**config.mk**
```make
export PLATFORM = sky130hd
export DESIGN_NAME = bsmg_gap
export DESIGN_NICKNAME = d
export VERILOG_FILES = /design/src/rtl/bsmg_pkg.sv /design/src/rtl/bsmg_gap.sv
export SDC_FILE = /design/constraint.sdc
export NUM_CORES = 1
export LEC_CHECK = 0
export CAP_MARGIN = 30
export CORE_UTILIZATION = 55
export DETAILED_ROUTE_END_ITERATION = 6
export DONT_BUFFER_PORTS = 1
export GPL_TIMING_DRIVEN = 0
export PLACE_DENSITY = 0.77
export SLEW_MARGIN = 0
export SYNTH_ARGS = -nofsm -noshare
export SYNTH_HDL_FRONTEND = slang
export SYNTH_SLANG_ARGS = --single-unit
```
**constraint.sdc**
```tcl
create_clock -name clk -period 8.6 [get_ports clk]
set_input_delay 0.86 -clock clk [delete_from_list [all_inputs] [get_ports clk]]
set_output_delay 0.86 -clock clk [all_outputs]
set_load 0.03 [all_outputs]
```
**src/rtl/bsmg_pkg.sv**
```systemverilog
// bsmg_pkg: shared constants, codes and types of the bounded sorted set core
// used by the interfaces, the cell chain, the gap tracker and the top level
`timescale 1ns / 1ps

package bsmg_pkg;

    // set size and derived widths
    localparam int MAX_ITEMS = 64;
    localparam int DATA_W    = 32;
    localparam int CAP_W     = 7;
    localparam int CNT_W     = $clog2(MAX_ITEMS + 1);
    localparam int LIM_W     = (CNT_W > CAP_W) ? CNT_W : CAP_W;

    localparam logic [DATA_W-1:0] SIGN_FLIP = {1'b1, {(DATA_W-1){1'b0}}};
    localparam logic [DATA_W-1:0] ALL_ONES  = {DATA_W{1'b1}};

    // item kinds
    typedef enum logic [1:0] {
        MODE_ADD   = 2'd0,
        MODE_RANGE = 2'd1,
        MODE_QUERY = 2'd2,
        MODE_NOP   = 2'd3
    } mode_t;

    // result status codes
    typedef enum logic [1:0] {
        STATUS_OK   = 2'd0,
        STATUS_FULL = 2'd1,
        STATUS_FEW  = 2'd2
    } status_t;

    // control sequencer states
    typedef enum logic [1:0] {
        ST_IDLE,
        ST_RCHECK,
        ST_INSERT,
        ST_DRAIN
    } state_t;

    // what a cell hands to its right-hand neighbour (le goes leftwards)
    typedef struct packed {
        logic [DATA_W-1:0] val;
        logic              gt;
        logic              valid;
        logic              le;
    } link_t;

    // neighbour pick of one cell for the gap update
    typedef struct packed {
        logic              pred_hit;
        logic              succ_hit;
        logic [DATA_W-1:0] pred_data;
        logic [DATA_W-1:0] succ_data;
    } pick_t;

    // inserted value and its sorted neighbours, handed to the gap tracker
    typedef struct packed {
        logic              ins;
        logic [DATA_W-1:0] val;
        logic              pred_ok;
        logic [DATA_W-1:0] pred;
        logic              succ_ok;
        logic [DATA_W-1:0] succ;
    } probe_t;

    // flipping the sign bit makes unsigned order match signed order
    function automatic logic [DATA_W-1:0] order_key(input logic [DATA_W-1:0] v);
        return v ^ SIGN_FLIP;
    endfunction

endpackage

```
**src/rtl/bsmg_gap.sv**
```systemverilog
// bsmg_gap: one-stage tracker of the smallest adjacent gap
// depends on bsmg_pkg for probe_t and constants
`timescale 1ns / 1ps

module bsmg_gap (
    input  logic                          clk,
    input  logic                          rst_n,
    input  bsmg_pkg::probe_t              probe,
    output logic [bsmg_pkg::DATA_W-1:0]   least_gap
);
    import bsmg_pkg::*;

    logic              pend_reg;
    logic [DATA_W-1:0] val_reg;
    logic              pred_ok_reg;
    logic [DATA_W-1:0] pred_reg;
    logic              succ_ok_reg;
    logic [DATA_W-1:0] succ_reg;
    logic [DATA_W-1:0] least_reg;
    logic [DATA_W-1:0] least_next;
    logic [DATA_W-1:0] gap_lo;
    logic [DATA_W-1:0] gap_hi;
    logic [DATA_W-1:0] gap_min;

    // capture the inserted value and its neighbours
    always_ff @(posedge clk or negedge rst_n)
    begin
        if (!rst_n)
            pend_reg <= 1'b0;
        else
            pend_reg <= probe.ins;
    end

    always_ff @(posedge clk)
    begin
        val_reg     <= probe.val;
        pred_ok_reg <= probe.pred_ok;
        pred_reg    <= probe.pred;
        succ_ok_reg <= probe.succ_ok;
        succ_reg    <= probe.succ;
    end

    // gaps on both sides of the new value, then fold into the running minimum
    always_comb
    begin
        gap_lo     = pred_ok_reg ? (val_reg - pred_reg) : ALL_ONES;
        gap_hi     = succ_ok_reg ? (succ_reg - val_reg) : ALL_ONES;
        gap_min    = (gap_lo < gap_hi) ? gap_lo : gap_hi;
        least_next = least_reg;
        if (pend_reg && (gap_min < least_reg))
            least_next = gap_min;
    end

    always_ff @(posedge clk or negedge rst_n)
    begin
        if (!rst_n)
            least_reg <= ALL_ONES;
        else
            least_reg <= least_next;
    end

    assign least_gap = least_reg;

endmodule

```
Word level (Yosys, flattened, before mapping)
Cells that the tools add are included.

storage, ports and cells
  register bits = 131
  output and inout port bits = 32

operators by class
  add/subtract/negate cells = 2
  $lt $le $gt $ge = 2
  mux-type cells = 3
  reduce and logical (&&, ||, !) cells = 1

operator list
  cell                 number
  two-way mux 32 bit   3
  < comparator 32 bit  2
  subtractor 32 bit    2
  logical AND 1 bit    1

Longest topological paths before layout
  depth after elaboration = 6
  gate-level depth with buffers = 32
  depth with buffers taken out = 30

Worst setup path before layout
OpenSTA, ideal clock, no wires.

  path kind = register to register
  start = register pred_reg[24]
  end = register least_reg[21] (netlist: least_gap[21])
  setup time = 0.082 ns
  arrival = 6.298 ns
  data required time = 8.518 ns
  path slack = 2.220 ns
  cell stages (with the launch flop) = 30
  buffers on the path = 2
  path through = dfxtp_1 > inv_1 > ha_1 > and3_1 > nand2_1 > or4_1 > a211oi_1 > nor2_1 > mux2i_1 > a2111oi_2 > nand2_1 > ha_1 > nand4_1 > or4_1 > nor3b_1 > nor3_2 > buf_2 > nor2_1 > a22oi_1 > ha_1 > a21o_1 > a21o_1 > a21o_1 > a21oi_1 > nor2b_1 > o211ai_1 > nand4_1 > nor2_4 > buf_6 > mux2_2

on the way
  cells in the longest elaborated chain, start to end = 6

RTL lines
  what                     line            RTL
  from (decl)              bsmg_gap.sv:16  logic [DATA_W-1:0] pred_reg;
  from (signal assigned)   bsmg_gap.sv:38  pred_reg <= probe.pred;
  subtractor 32 bit (*)    bsmg_gap.sv:46  gap_lo = pred_ok_reg ? (val_reg - pred_reg) : ALL_ONES;
  two-way mux 32 bit (*)   bsmg_gap.sv:46
  < comparator 32 bit      bsmg_gap.sv:48  gap_min = (gap_lo < gap_hi) ? gap_lo : gap_hi;
  two-way mux 32 bit (*)   bsmg_gap.sv:48
  net gap_min[25]          bsmg_gap.sv:23  logic [DATA_W-1:0] gap_min;
  < comparator 32 bit (*)  bsmg_gap.sv:50  if (pend_reg && (gap_min < least_reg))
  logical AND 1 bit (*)    bsmg_gap.sv:50
  to (signal assigned)     bsmg_gap.sv:59  least_reg <= least_next;
  to (decl)                bsmg_gap.sv:19  logic [DATA_W-1:0] least_reg;

The timed path passes the listed nets; every way through them passes the cells marked *.
A chain may end at the register's enable or synchronous reset.

Worst setup path after layout
  start = register val_reg[0]
  end = register least_reg[22] (netlist: least_gap[22])

on the way
  cells in the longest elaborated chain, start to end = 6

RTL lines
  what                                          line                            RTL
  from (decl)                                   bsmg_gap.sv:14                  logic [DATA_W-1:0] val_reg;
  from (signal assigned)                        bsmg_gap.sv:36                  val_reg <= probe.val;
  subtractor 32 bit, on equally long branches   bsmg_gap.sv:46, bsmg_gap.sv:47
  two-way mux 32 bit, on equally long branches  bsmg_gap.sv:46, bsmg_gap.sv:47
  < comparator 32 bit                           bsmg_gap.sv:48
  two-way mux 32 bit (*)                        bsmg_gap.sv:48
  net gap_min[25]                               bsmg_gap.sv:23
  < comparator 32 bit (*)                       bsmg_gap.sv:50
  logical AND 1 bit (*)                         bsmg_gap.sv:50

Marked as above.

==> run summary <==
RUN STATUS
----------------------------------------------------------------------------------------
Outcome                                                                        completed

PLACEMENT
----------------------------------------------------------------------------------------
Buffers on Ports                                                                       0
Final estimated routing congestion in global placement                             0.901
Instance count after placement with tap cells included                             1,233
Placed wire-length estimate                                                    16,600 um

CRITICAL PATH
----------------------------------------------------------------------------------------
Slowest cell on the critical path                                           sky130_fd_sc_hd__or4_1
R2R Path End                                                                least_gap[22]$_DFFE_PN1P_
Start of the worst register-to-register path                                val_reg[0]$_DFF_P_
Critical Path Source Type                                                       register
Critical path class                                                              reg2reg
Arr. time, crit path                                                             8.16 ns
Crit end category                                                               register
Number of buffer and inverter instances along the worst setup path                     3
Required time at the endpoint of the critical path                               8.94 ns
Maximum cell stage delay along the critical path                                 0.60 ns
Number of cells on the worst reg-to-reg path                                          30
Biggest fanout along the worst timing path                                            10
Cell family with most CP delay                                              simple AND/OR/NAND/NOR gates
FF-to-FF setup slack                                                             0.78 ns

CTS
----------------------------------------------------------------------------------------
Clock buffers created by TritonCTS                                                    17
Clock tree from TritonCTS                                                           done
Hold_buf cts                                                                           0
Clock slew at the register clock pins of the worst setup and hold paths          0.06 ns
Post-CTS repair timing setup buffer count                                              0
Clock Sinks                                                                          131
Clock Path Buffers                                                                     2
Clock latency reported for the late side of the worst-skew pair                  0.42 ns
CTS Root Buffer Type                                                        sky130_fd_sc_hd__clkbuf_16
Resized Gates After CTS                                                                0
H-tree depth                                                                           4

YOSYS
----------------------------------------------------------------------------------------
Number of synthesized flops with an enable pin                                         0
Syn Std Cell Area                                                              8920 um^2
Area leader, netlist                                                        sky130_fd_sc_hd__dfxtp_1
Main area contributors after synthesis                                      sky130_fd_sc_hd__dfxtp_1 (22%), sky130_fd_sc_hd__ha_1 (17%), sky130_fd_sc_hd__dfstp_2 (9.4%)
Portion of the post-synthesis area used by sequential elements                     31.7%
Cell with the most instances after synthesis                                sky130_fd_sc_hd__ha_1
Netlist cell types                                                                    72
Number of cells produced by synthesis                                              1,017
Ys flop type                                                                sky130_fd_sc_hd__dfxtp_1
Average footprint of a synthesized cell                                        8.78 um^2
Post-synth ARST share                                                              25.2%
Post-Synthesis Net Count                                                           1,244
Number of register bits inferred by synthesis                                        131
Yosys warning total                                                                    0
Most used standard cells in the synthesized netlist                         sky130_fd_sc_hd__ha_1 (124), sky130_fd_sc_hd__inv_1 (121), sky130_fd_sc_hd__dfxtp_1 (98)
Share of the synthesized area in the top cell type                                 22.0%

STA
----------------------------------------------------------------------------------------
Final setup viols                                                                      0
Pins over their slew limit                                                             0
RSZ-0062 raised after global routing                                                  no
Minimum clock period after layout                                                7.82 ns
Headroom to the max-slew limit                                                     33.0%
Setup tns final                                                                     0 ns
Worst-Margin Slew                                                               0.996 ns
Achievable frequency                                                             128 MHz
Hold Violations, Final                                                                 0
Setup skew after layout                                                        0.0104 ns
Final worst-path cycle share                                                       90.9%

LAYOUT
----------------------------------------------------------------------------------------
Fraction of final layout cells with drive strength greater than 1                  11.5%
NumNets Final                                                                      1,263
Final-layout fill cell count                                                       1,357
Antenna diode instance count                                                           0
Cell Count, Final, Fillers Out                                                     1,264
Area growth from synthesis to layout                                               9.59%

FLOORPLAN
----------------------------------------------------------------------------------------
Chip width                                                                        129 um
Placeable core region                                                        15,900 um^2
Starting density of the core                                                       56.2%
# rows                                                                                46
Die Outline Area                                                             16,700 um^2
Die Y                                                                             129 um
Number of top-level design ports                                                     133

ROUTING
----------------------------------------------------------------------------------------
Detail Route Antenna Nets                                                              0
Residual DRC                                                                           0
Number of search-and-repair iterations in the first detailed-routing pass              5
Per-cell via count in the routed design                                             5.73
Vias                                                                               7,242
Final Routed Wirelength                                                        20,700 um
Drt wl/cell                                                                      16.4 um
Initial detailed-routing violation count                                             443

POWER AND IR DROP
----------------------------------------------------------------------------------------
Worst vdd rail ir drop                                                          0.143 mV
Power density over the cells                                                 266 nW/um^2
Leak                                                                             4.74 nW

RUN
----------------------------------------------------------------------------------------
Max-cap violation count                                                                0

GRT
----------------------------------------------------------------------------------------
Global-route congestion overflow total                                                 0
Combined global-route utilization of all metal layers                              25.6%
Maximum number of pins on one net before global-route repair                          34
Initial antenna violation count                                                        0
Wire length of the first global-routing pass                                   33,100 um
Vias in the first global route                                                     6,800

MIN PATH
----------------------------------------------------------------------------------------
Worst min-delay path class                                                      in2async

## logic make-up after synthesis
logic type,after synthesis,synth area share (%)
fa+ha+maj,126,17.8
mux,46,6.18
xor+xnor,52,5.10
flops,131,31.7
simple gates,266,14.6
buf+inv,147,6.60
compound gates,249,18.0
## cells in the final DEF (no fill, tap or decap), types with 29 or more instances in the layout
cell type                 count
sky130_fd_sc_hd__a21oi_1     80
sky130_fd_sc_hd__dfxtp_1     98
sky130_fd_sc_hd__nand2_1     93
sky130_fd_sc_hd__inv_1      121
sky130_fd_sc_hd__a21o_1      30
sky130_fd_sc_hd__o21ai_0     47
sky130_fd_sc_hd__xor2_1      29
sky130_fd_sc_hd__ha_1       124
sky130_fd_sc_hd__dfstp_2     32
sky130_fd_sc_hd__nor2_1      47
## worst max path at each step
stage,from,to,slack (ns),cells past startpoint
finish,val_reg[0]$_DFF_P_,least_gap[22]$_DFFE_PN1P_,0.78,30
global route,pred_reg[23]$_DFF_P_,least_gap[22]$_DFFE_PN1P_,0.33,29
global placement,val_reg[23]$_DFF_P_,least_gap[29]$_DFFE_PN1P_,0.97,28
floorplan,pred_reg[24]$_DFF_P_,least_gap[21]$_DFFE_PN1P_,2.22,29
detailed placement,pred_reg[23]$_DFF_P_,least_gap[30]$_DFFE_PN1P_,0.81,29
CTS,pred_reg[23]$_DFF_P_,least_gap[22]$_DFFE_PN1P_,0.76,29
## layer usage
metal  vias to the layer above  part of all wire (%)  track usage (%)
met5                         -                     0                0
met4                         0                   1.9             8.79
met3                        29                   7.4             5.28
met2                       269                    43             39.3
met1                      3321                    48             35.7
li1                       3623                     -                -
## layout make-up
class	instances	area, um^2	area share (%)
Multi-Input combinational cell	739	5510	56.3
Clock buffer	20	457	4.67
Clock inverter	11	129	1.32
Tap cell	216	270	2.76
Inverter	122	458	4.68
Sequential cell	131	2830	28.9
Buffer	25	131	1.34
## power by group
| part | switching [W] | total (W) | internal (W) |
|---|---|---|---|
| Sequential | 0.000192 | 0.000941 | 0.000748 |
| Combinational | 0.000512 | 0.000948 | 0.000437 |
| Clock | 0.000272 | 0.000714 | 0.000442 |
| Total | 0.000976 | 0.00260 | 0.00163 |
## through the flow
step | hold WS [ns] | setup WS [ns] | utilization (%) | cell area, um^2 | power (W)
after global routing | 0.113 | 0.333 | 61.6 | 9780 | 0.00277
after floorplan | 0.551 | 2.22 | - | 8920 | 0.00168
final | 0.134 | 0.781 | 61.6 | 9780 | 0.00260
after global placement | 0.567 | 0.973 | 57.9 | 9200 | 0.00186
after CTS | 0.121 | 0.760 | 61.6 | 9780 | 0.00261
after detailed placement | 0.567 | 0.810 | 57.9 | 9200 | 0.00188
Power figures use the tool's default switching activity.
