## config.mk

```make
export PLATFORM = sky130hd
export DESIGN_NAME = bsmg_cell
export DESIGN_NICKNAME = d
export VERILOG_FILES = /design/src/rtl/bsmg_pkg.sv /design/src/rtl/bsmg_cell.sv
export SDC_FILE = /design/constraint.sdc
export NUM_CORES = 1
export LEC_CHECK = 0
export BUFFER_PORTS_ARGS = -buffer_cell sky130_fd_sc_hd__clkbuf_2
export CORE_ASPECT_RATIO = 0.75
export CORE_MARGIN = 3
export CORE_UTILIZATION = 44
export DETAILED_ROUTE_END_ITERATION = 7
export PLACE_DENSITY = 0.87
export SYNTH_ARGS = -nofsm -noshare
export SYNTH_HDL_FRONTEND = slang
export SYNTH_SLANG_ARGS = --single-unit
```

## constraint.sdc

```tcl
create_clock -name clk -period 8.38 [get_ports clk]
set_input_delay 0.838 -clock clk [delete_from_list [all_inputs] [get_ports clk]]
set_output_delay 0.838 -clock clk [all_outputs]
set_load 0.01 [all_outputs]
```

## src/rtl/bsmg_pkg.sv

```systemverilog
// bsmg_pkg: shared constants, codes and types of the bounded sorted set core
// used by the interfaces, the cell chain, the gap tracker and the top level
`timescale 1ns / 1ps

package bsmg_pkg;

    // set size and derived widths
    localparam int MAX_ITEMS = 64;
    localparam int DATA_W    = 32;
    localparam int CAP_W     = 7;
    localparam int CNT_W     = $clog2(MAX_ITEMS + 1);
    localparam int LIM_W     = (CNT_W > CAP_W) ? CNT_W : CAP_W;

    localparam logic [DATA_W-1:0] SIGN_FLIP = {1'b1, {(DATA_W-1){1'b0}}};
    localparam logic [DATA_W-1:0] ALL_ONES  = {DATA_W{1'b1}};

    // item kinds
    typedef enum logic [1:0] {
        MODE_ADD   = 2'd0,
        MODE_RANGE = 2'd1,
        MODE_QUERY = 2'd2,
        MODE_NOP   = 2'd3
    } mode_t;

    // result status codes
    typedef enum logic [1:0] {
        STATUS_OK   = 2'd0,
        STATUS_FULL = 2'd1,
        STATUS_FEW  = 2'd2
    } status_t;

    // control sequencer states
    typedef enum logic [1:0] {
        ST_IDLE,
        ST_RCHECK,
        ST_INSERT,
        ST_DRAIN
    } state_t;

    // what a cell hands to its right-hand neighbour (le goes leftwards)
    typedef struct packed {
        logic [DATA_W-1:0] val;
        logic              gt;
        logic              valid;
        logic              le;
    } link_t;

    // neighbour pick of one cell for the gap update
    typedef struct packed {
        logic              pred_hit;
        logic              succ_hit;
        logic [DATA_W-1:0] pred_data;
        logic [DATA_W-1:0] succ_data;
    } pick_t;

    // inserted value and its sorted neighbours, handed to the gap tracker
    typedef struct packed {
        logic              ins;
        logic [DATA_W-1:0] val;
        logic              pred_ok;
        logic [DATA_W-1:0] pred;
        logic              succ_ok;
        logic [DATA_W-1:0] succ;
    } probe_t;

    // flipping the sign bit makes unsigned order match signed order
    function automatic logic [DATA_W-1:0] order_key(input logic [DATA_W-1:0] v);
        return v ^ SIGN_FLIP;
    endfunction

endpackage

```

## src/rtl/bsmg_cell.sv

```systemverilog
// bsmg_cell: one slot of the sorted insertion chain
// depends on bsmg_pkg for link_t, pick_t and order_key
`timescale 1ns / 1ps

module bsmg_cell (
    input  logic                          clk,
    input  logic                          ins,
    input  logic [bsmg_pkg::DATA_W-1:0]   ins_val,
    input  logic [bsmg_pkg::DATA_W-1:0]   ins_key,
    input  logic                          valid,
    input  bsmg_pkg::link_t               left,
    input  logic                          right_le,
    output bsmg_pkg::link_t               link,
    output bsmg_pkg::pick_t               pick
);
    import bsmg_pkg::*;

    logic [DATA_W-1:0] val_reg;
    logic [DATA_W-1:0] val_next;
    logic              gt;
    logic              new_slot;

    // compare the held value with the value being inserted
    assign gt       = valid && (order_key(val_reg) > ins_key);
    assign new_slot = !valid && left.valid;

    // shift right from the left neighbour, take the new value, or hold
    always_comb
    begin
        val_next = val_reg;
        if (ins)
        begin
            if (left.gt)
                val_next = left.val;
            else if (gt || new_slot)
                val_next = ins_val;
        end
    end

    always_ff @(posedge clk)
    begin
        val_reg <= val_next;
    end

    // link to the neighbours
    assign link.val   = val_reg;
    assign link.gt    = gt;
    assign link.valid = valid;
    assign link.le    = valid && !gt;

    // this cell is the predecessor or successor of the insertion point
    assign pick.pred_hit  = valid && !gt && !right_le;
    assign pick.succ_hit  = gt && !left.gt;
    assign pick.pred_data = pick.pred_hit ? val_reg : '0;
    assign pick.succ_data = pick.succ_hit ? val_reg : '0;

endmodule

```

* Word-level counts from Yosys, hierarchy flattened *
Cells that the tools add are included.

cells by class
  order comparisons = 1
  muxes and demuxes = 4
  bitwise logic cells = 1
  reduce and logical (&&, ||, !) cells = 12

operator list
  kind                 number
  two-way mux 32 bit   4
  > comparator 32 bit  1
  logical AND 1 bit    5
  logical NOT 1 bit    4
  AND reduction 2 bit  1
  nonzero test 2 bit   1
  logical OR 1 bit     1
  inverter 1 bit       1

word-level totals
  bits in registers = 32
  input bits = 103

* Depth between registers and ports, before layout *
Gate-level depths: netlist of the first run.

  depth after elaboration = 7
  gate-level depth with buffers = 9
  depth with buffers taken out = 8

* Worst setup path after synthesis of the first run *
No wires, ideal clock.

  path type = in2reg
  start point = in ins_key[31] in the netlist's numbering
  end point = reg val_reg[0], enable pin
  required time = 7948 ps
  stages on the path = 8
  buffers on the path = 0
  data arrival time = 3829 ps
  slack = 4119 ps
  library setup time = 432 ps
  path through = inv_1 -> ha_1 -> nand4_2 -> nor4_4 -> nand2b_1 -> a31o_2 -> and3_1 -> a21oi_1

between the ends
  cells in the longest elaborated chain, start to end = 5

RTL lines
  what                           RTL line         text
  from (decl)                    bsmg_cell.sv:9   input logic [bsmg_pkg::DATA_W-1:0] ins_key,
  > comparator 32 bit            bsmg_cell.sv:24  assign gt = valid && (order_key(val_reg) > ins_key);
  logical AND 1 bit              bsmg_cell.sv:24
  logical OR 1 bit               bsmg_cell.sv:35  else if (gt || new_slot)
  nonzero test 2 bit (no line)   --
  AND reduction 2 bit (no line)  --
  to (signal assigned)           bsmg_cell.sv:42  val_reg <= val_next;
  to (decl)                      bsmg_cell.sv:18  logic [DATA_W-1:0] val_reg;

Every way passes these cells.
A chain may end at the register's enable or synchronous reset.

==> flow_metrics.tcl, run 1 <==
set metrics [dict create \
    antenna_cells 0 \
    holdPathStages 2 \
    cp.arrival_ps 3380 \
    grt_pass1_vias 2631 \
    cts_root_buf "clkbuf_8" \
    synth-warning-count 0 \
    routabilityCongestion 0.824 \
    synth_nets 403 \
    dr_total_vias 2683 \
    dominantRegCellSynth "edfxtp_1" \
    wl_um 8000 \
    critical_path_class "input pin to primary output" \
    largest_reg_flops 32 \
    tritoncts "built" \
    wl_per_cell_um 14.7 \
    synthXorXnorAreaFrac_pct 0 \
    hpwl_um 6630 \
    drive_gt1_share_pct 53.4 \
    via_per_inst 4.91 \
    irDropWorstVdd_uv 98.2 \
    slowest_stage "o211a_1" \
    end_kind "primary output" \
    drv_cap 0 \
    antenna_left 0 \
    p_leak_nw 2.10 \
    drc_errors 0 \
    ios 204 \
    fin_crit_sh_pct 50.3 \
    fillers 485 \
    maxClockFrequency_mhz 237 \
    cpPeakStageDelay_ps 800 \
    start_util_pct 46.2 \
    start_kind "input pin" \
    core-area_um2 5920 \
    cts_resized 0 \
    drt-pass1-iter-count 4 \
    power-per-cell-area_nw_per_um2 121 \
    finClkSkew_ps 4.92 \
    synth-simple-area-share_pct 21.7 \
    crit_chain "clkbuf_2 > inv_1 > ha_1 > nand4_1 > nor3_1 > nand2_1 > a32oi_1 > o211a_1 > and2_1 > clkbuf_2" \
    syn_inst 268 \
    cts_buffer_depth 2 \
    clkSinkCount 32 \
    avgSynthCellArea_um2 10.2 \
    cp_max_fo 33 \
    synth_adder_area_share_pct 14.7 \
    overflow 0 \
    die_area_um2 7200 \
    ys_async_sr_fraction_pct 0 \
    period_needed_ps 4220 \
    grt.total_usage_pct 21.0 \
    die_x_um 97 \
    fin_setup_tns_ps 0 \
    run_status "completed" \
    die-height_um 74.3 \
    ys_seq_area_share_pct 35.2 \
    port_buffers 202 \
    synth-compound-area-share_pct 7.65 \
    slew_headroom_pct 31.4 \
    tightest_slew_ps 1030 \
    path_clk_slew_ps 70 \
    area_growth_pct 41.7 \
    grt_max_degree 35 \
    crit_cells 10 \
    ys_ff_latch 32 \
    holdWs_ps 853 \
    synth_cell_type_count 31 \
    rows 24 \
    drt-initial-drc-count 72 \
    synth_top_family_by_area "simple AND/OR/NAND/NOR gates" \
    antenna_found_initial 0 \
    muxShareOfSynthArea_pct 13.2 \
    setup_viol 0 \
    crit_family "compound AO/OA/AOI/OAI gates" \
    grt_first_pass_wirelength_um 12200 \
    path_buf_inv 3 \
    rr_worst_depth 7 \
    synth_edf_count 32 \
    nets 602 \
    cts_hold_buf 0 \
    p_total_w 0.000470 \
    crit_top_cell "clkbuf_2" \
    hold_viol 0 \
    htreeDepth 2 \
    hold_path.class "input pin to register" \
    cts_buffers 5 \
    post_cts_buffers 0 \
    cp.required_ps 7540 \
    clock_latency_ps 280 \
    grt_setup_unrepaired "no" \
    slew_viol_final 0 \
    netlist_area_um2 2730 \
]
logic make-up (layout without fill, tap and decap cells):
group                    after synthesis  after routing
adder cells (fa/ha/maj)               32             32
flip-flops                            32             32
multiplexers                          32             32
AO/OA/AOI/OAI                         34             34
AND/OR/NAND/NOR                       91             91
buffers and inverters                 47            247
power breakdown:
part / internal, W / total (W) / switching, W
Combinational: 0.0000716 / 0.000148 / 0.0000761
Clock: 0.0000576 / 0.000117 / 0.0000598
Sequential: 0.000193 / 0.000205 / 0.0000119
metrics by stage:
step                std cells  utilization [%]  setup WS (ps)  cell area (µm²)
floorplan                 268                -           4120             2730
global placement          538             64.0           4230             3790
detailed placement        538             64.0           4160             3790
CTS                       546             65.5           4160             3870
global route              546             65.5           3970             3870
finish                    546             65.5           4160             3870
synthesized netlist by cell type (2+ instances only):
cell / instances / area, µm²
buf_4: 2 / 15.0
mux2_2: 32 / 360
buf_6: 3 / 33.8
clkbuf_1: 4 / 15.0
ha_1: 32 / 400
nand4_2: 2 / 25.0
nand4_1: 6 / 37.5
and2_1: 64 / 400
inv_1: 35 / 131
nand2_1: 9 / 33.8
buf_2: 3 / 15.0
o21ai_0: 7 / 35.0
a21oi_1: 18 / 90.1
nand2b_1: 2 / 12.5
edfxtp_1: 32 / 961
nor2_1: 2 / 7.51
area by class of cell:
| class | count | area (µm²) | share of cell area, % |
|---|---|---|---|
| clock inverters | 2 | 11.3 | 0.291 |
| flip-flops and latches | 32 | 961 | 24.8 |
| multi-input cells | 189 | 1570 | 40.6 |
| well taps | 78 | 97.6 | 2.52 |
| inverters | 35 | 131 | 3.39 |
| repair buffers | 204 | 1030 | 26.5 |
| clock buffers | 6 | 72.6 | 1.87 |
layer usage:
metal	vias to the layer above	wire length, µm	track usage [%]	share of wire (%)
met4	0	163	7.32	2.0
met5	-	0	0	0
met1	1221	3120	24.0	39
met2	122	4100	39.2	51
li1	1324	-	-	-
met3	16	617	5.34	7.7
final timing paths:
check,end,startpoint,slack [ps]
setup / recovery,pick[28],ins_key[27],4160
hold / removal,val_reg[7],ins_val[7],850
setup reg to reg,val_reg[22],val_reg[27],5200
hold reg to reg,val_reg[20],val_reg[16],1770
placed cells by master (no fill, tap or decap), types with 2 or more instances in the layout:
cell / n
a21oi_1: 17
and2_1: 64
buf_4: 2
clkbuf_2: 202
clkbuf_8: 5
edfxtp_1: 32
ha_1: 32
inv_1: 35
mux2_2: 32
nand2_1: 9
nand2b_1: 2
nand4_1: 6
nand4_2: 2
nor2_1: 2
o21ai_0: 7
(Power assumes the default switching activity.)
==> run 2, diff against run 1 <==
- ABC_AREA: unset -> 1
- CORE_UTILIZATION: 44 -> 42
- PLACE_DENSITY: 0.87 -> 0.82
- clock period: 8.38 -> 3.9 ns (I/O delays scaled with it)
==> run 2 against run 1 <==
Die area is 7.8% higher. Power is 110% higher. Sequential power is 110% higher. Register-to-register slack worse by 4000 ps. First-iteration DRC count is 47% higher. Synthesized cell count is 48% higher.
==> flow_metrics.tcl, run 2 <==
set metrics [dict create \
    die-height_um 77.1 \
    synth_largest_area_cell "edfxtp_1" \
    maxClockFrequency_mhz 332 \
    holdWs_ps 378 \
    tritoncts "built" \
    cts_resized 0 \
    syn_inst 396 \
    final_area_um2 3940 \
    fin_crit_sh_pct 77.3 \
    crit_chain "inv_1 > ha_1 > a21oi_1 > o21a_1 > nand2_1 > a21oi_2 > nand2_2 > nand2_2 > nand3_4 > nor2_2 > clkbuf_2" \
    cts_root_buf "clkbuf_8" \
    cpPeakStageDelay_ps 450 \
    setup_viol 0 \
    wl_um 8310 \
    crit_top_cell "nand2_2" \
    r2r-end "val_reg[27]" \
    cts_buffers 5 \
    slew_headroom_pct 50.6 \
    drt-pass1-iter-count 4 \
    antenna_found_initial 0 \
    die_x_um 101 \
    clock_latency_ps 280 \
    ios 204 \
    cp.arrival_ps 2620 \
    hold_path.class "input pin to register" \
    yosysTopAreaCellShare_pct 34.0 \
    post_cts_buffers 0 \
    end_kind "primary output" \
    place_area_um2 3860 \
    via_per_inst 4.60 \
    drc_errors 0 \
    worst_slack_ps 887 \
    grt.total_usage_pct 21.3 \
    slew_viol_final 0 \
    synthTopCellsByCount "133 x nand2_1, 79 x inv_1, 41 x nor2_1, 35 x nor2_2" \
    dr_total_vias 3103 \
    synth_nets 531 \
    fin_setup_tns_ps 0 \
    avgSynthCellArea_um2 7.14 \
    hold_viol 0 \
    wl_met1_um 3320 \
    core-area_um2 6410 \
    route.met2.wl_um 4270 \
    antenna_cells 0 \
    dominantRegCellSynth "edfxtp_1" \
    cp_max_fo 33 \
    regToRegStartpoint "val_reg[23]" \
    period_needed_ps 3010 \
    grt_first_pass_wirelength_um 13400 \
    cp.required_ps 3510 \
    die_area_um2 7760 \
    htreeDepth 2 \
    wl_per_cell_um 12.3 \
    holdPathStages 3 \
    ys_seq_area_share_pct 34.0 \
    finClkSkew_ps 9.74 \
    hpwl_um 6770 \
    irDropWorstVdd_uv 160 \
    synth_cell_type_count 19 \
    netlist_area_um2 2830 \
    drive_gt1_share_pct 42.3 \
    grt_pass1_vias 2977 \
    port_buffers 202 \
    synth_edf_count 32 \
    yosys-top-cells-area "edfxtp_1 34%, nand2_1 18%, ha_1 14%" \
    min_from "ins_val[1]" \
    drv_cap 0 \
    reg2reg_slack_ps 1210 \
    routabilityCongestion 0.869 \
    dr_wl_met3_um 680 \
    cts_buffer_depth 2 \
    clkSinkCount 32 \
    grt_setup_unrepaired "no" \
    critical_path_class "register to primary output" \
    synth-warning-count 0 \
    p_total_w 0.00101 \
    grt_max_degree 35 \
    overflow 0 \
    tightest_slew_ps 742 \
    start_util_pct 44.1 \
    nets 727 \
    final_cell_mix "202 x clkbuf_2, 133 x nand2_1, 79 x inv_1" \
    drt-initial-drc-count 106 \
    start_kind "register" \
    dp_slack_ps 1080 \
    ys_ff_latch 32 \
    final_common_cell "clkbuf_2" \
    rr_worst_depth 10 \
    rows 25 \
    cts_hold_buf 0 \
    power-per-cell-area_nw_per_um2 255 \
    slowest_stage "nand3_4" \
    hold_end "val_reg[1]" \
    run_status "completed" \
    top_layer_used "met4" \
    area_growth_pct 39.2 \
    ys_async_sr_fraction_pct 0 \
    post-synth-top-count-cell "nand2_1" \
    p_leak_nw 2.48 \
    path_clk_slew_ps 70 \
    antenna_left 0 \
    largest_reg_flops 32 \
]
## run 2: cell count changes after synthesis, moves of 4 or more
cell / delta
a21oi_1: -4
and2_1: -64
inv_1: +44
mux2_2: -32
nand2_1: +124
nand4_1: -4
nor2_1: +39
nor2_2: +35
o21ai_0: -5
## run 2: cell type report
class,instances,area (µm²)
Tap cell,81,101
Multi-Input combinational cell,270,1470
Clock buffer,7,76.3
Timing Repair Buffer,204,1030
Sequential cell,32,961
Clock inverter,1,3.75
Fill cell,589,2470
Inverter,79,297
## run 2: logic make-up after synthesis
kind of cell	Yosys count	share of synthesized area [%]
DFF	32	34.0
AOI/OAI and AO/OA	19	3.67
adders and majority gates	32	14.2
and+or+nand+nor	219	33.8
buffers and inverters	94	14.3
## run 2: stage by stage
step | std cells | util (%)
4_1_cts | 674 | 61.4
3_5_place_dp | 666 | 60.2
5_1_grt | 674 | 61.4
2_1_floorplan | 396 | -
3_3_place_gp | 666 | 60.2
6_report | 674 | 61.4
## run 2: per-layer routing
layer | vias up | GRT usage [%]
li1 | 1584 | -
met1 | 1377 | 24.7
met2 | 138 | 40.1
met3 | 4 | 4.09
met4 | 0 | 4.31
met5 | - | 0
## run 2: how the worst max path moves through the flow
stage | startpoint | endpoint | slack [ps] | depth (start not counted)
2_1_floorplan | val_reg[23] | val_reg[0] | 470 | 9
3_3_place_gp | ins_key[21] | pick[32] | 1120 | 13
3_5_place_dp | ins_key[19] | pick[38] | 1080 | 13
4_1_cts | val_reg[31] | pick[36] | 850 | 11
5_1_grt | val_reg[19] | pick[63] | 580 | 13
6_report | val_reg[31] | pick[36] | 890 | 11
## run 2: worst max-delay path, delay by kind of cell (launching register included)
family,cells,cell delay (ps)
compound gates,3,410
fa+ha+maj,1,260
buf+inv,2,310
flops,1,400
simple gates,5,960
## run 2: power by group
| part | internal (W) | leakage [nW] | total, W | switching, W |
|---|---|---|---|---|
| Sequential | 0.000413 | 0.309 | 0.000433 | 0.0000204 |
| Combinational | 0.000136 | 2.13 | 0.000332 | 0.000196 |
| Clock | 0.000124 | 0.0399 | 0.000240 | 0.000116 |
==> run 3, diff against run 2 <==
- CORE_UTILIZATION: 42 -> 38
- PLACE_DENSITY: 0.82 -> 0.79
- clock period: 3.9 -> 2.75 ns (I/O delays scaled with it)
==> run 3 against run 2 <==
Hold slack got worse by 110 ps. Critical path depth stayed put. First-iteration DRC count rose by 27%.
==> flow_metrics.tcl, run 3 (synthesis gave the netlist of run 2 again) <==
set metrics [dict create \
    slowest_stage "edfxtp_1" \
    overflow 0 \
    cts_hold_buf 0 \
    slew_viol_final 0 \
    finClkSkew_ps 2.26 \
    path_clk_slew_ps 60 \
    wl_um 9080 \
    core-area_um2 7030 \
    grt_setup_unrepaired "yes" \
    grt_first_pass_wirelength_um 13900 \
    grt_max_degree 33 \
    cts_buffer_depth 2 \
    tritoncts "built" \
    antenna_found_initial 0 \
    rr_worst_depth 11 \
    antenna_left 0 \
    power-per-cell-area_nw_per_um2 346 \
    drive_gt1_share_pct 46.1 \
    holdPathStages 3 \
    hpwl_um 7310 \
    grt_pass1_vias 3130 \
    period_needed_ps 2600 \
    cts_root_buf "clkbuf_8" \
    die-height_um 80.7 \
    clkSinkCount 32 \
    place_inst 689 \
    fin_crit_sh_pct 94.7 \
    antenna_cells 0 \
    crit_chain "ha_4 > nand2_1 > nor2_2 > nand4_1 > nor2_2 > nand2_1 > nand2_2 > nand4_4 > buf_12 > nor2_1 > clkbuf_2" \
    end_kind "primary output" \
    nets 747 \
    htreeDepth 2 \
    routabilityCongestion 0.794 \
    wl_per_cell_um 12.8 \
    cpPeakStageDelay_ps 430 \
    port_buffers 202 \
    multiInputGateArea_um2 1540 \
    worst_slack_ps 145 \
    cts_buffers 5 \
    drt-pass1-iter-count 4 \
    drc_errors 0 \
    cp.required_ps 2480 \
    rows 26 \
    clock_latency_ps 270 \
    instances_no_fill 708 \
    final_common_cell "clkbuf_2" \
    setup_viol 0 \
    via_per_inst 4.44 \
    grt.total_usage_pct 20.4 \
    reg2reg_slack_ps 330 \
    ios 204 \
    p_total_w 0.00147 \
    tightest_slew_ps 372 \
    holdWs_ps 264 \
    seqCellArea_um2 961 \
    cp.arrival_ps 2330 \
    largest_reg_flops 32 \
    start_kind "register" \
    hold_viol 0 \
    area_growth_pct 50.3 \
    drt-initial-drc-count 135 \
    critical_path_class "register to primary output" \
    cp_max_fo 20 \
    p_leak_nw 2.61 \
    run_status "completed" \
    die_x_um 106 \
    die_area_um2 8520 \
    slew_headroom_pct 75.2 \
    dp_slack_ps 273 \
    irDropWorstVdd_uv 184 \
    post-route-util_pct 60.5 \
    drv_cap 0 \
    final_cell_mix "199 x clkbuf_2, 133 x nand2_1, 77 x inv_1" \
    hold_path.class "input pin to register" \
    dr_total_vias 3143 \
    start_util_pct 40.2 \
    fillers 642 \
    maxClockFrequency_mhz 384 \
]
-- run 3: cell count changes in the layout (fill, tap and decap cells not counted), sizes merged --
cell	before	now
buf	2	24
clkbuf	209	205
clkinv	1	0
-- run 3: through the flow --
stage | TNS (ps) | instance area, µm²
6_report | 0 | 4250
5_1_grt | -56.5 | 4250
4_1_cts | 0 | 4050
3_5_place_dp | 0 | 3960
3_3_place_gp | 0 | 3960
2_1_floorplan | 0 | 2840
-- run 3: layout make-up --
cell class                      instances  area share, %
Tap cell                               98           2.89
Multi-Input combinational cell        270           36.2
Timing Repair Buffer                  224           29.7
Inverter                               79           6.98
Clock buffer                            5           1.62
Sequential cell                        32           22.6
-- run 3: report_power, final --
part | switching [W] | leakage (nW) | internal (W) | total [W]
clock network | 0.000153 | 0.0359 | 0.000163 | 0.000316
registers | 0.0000300 | 0.309 | 0.000585 | 0.000615
logic | 0.000300 | 2.27 | 0.000240 | 0.000541
total | 0.000484 | 2.61 | 0.000988 | 0.00147
-- run 3: path summary, 6_finish.rpt --
path,from,end
worst min-delay path,ins_val[24],val_reg[24]
worst max-delay path,val_reg[23],pick[23]
worst max register to register,val_reg[23],val_reg[1]
worst min register to register,val_reg[16],val_reg[22]
-- run 3: worst max-delay path, delay by kind of cell, from the launching register on --
kind / cells / cell delay (ps)
fa+ha+maj: 1 / 300
flops: 1 / 430
buf+inv: 2 / 330
simple gates: 8 / 980
-- run 3: timing repair --
action | 4_1_cts | 5_1_grt
resized for setup | 0 | 18
gates cloned | 0 | 1
pin swaps | 0 | 2
setup endpoints to repair | 18 | 51
setup buffers | 1 | 12
-- run 3: metal layers --
metal,global-route usage (%),wire (µm),vias to the layer above
met1,23.9,3720,1384
met4,5.43,83,0
met3,3.86,589,6
met5,0,0,-
met2,38.5,4690,132
li1,-,-,1621
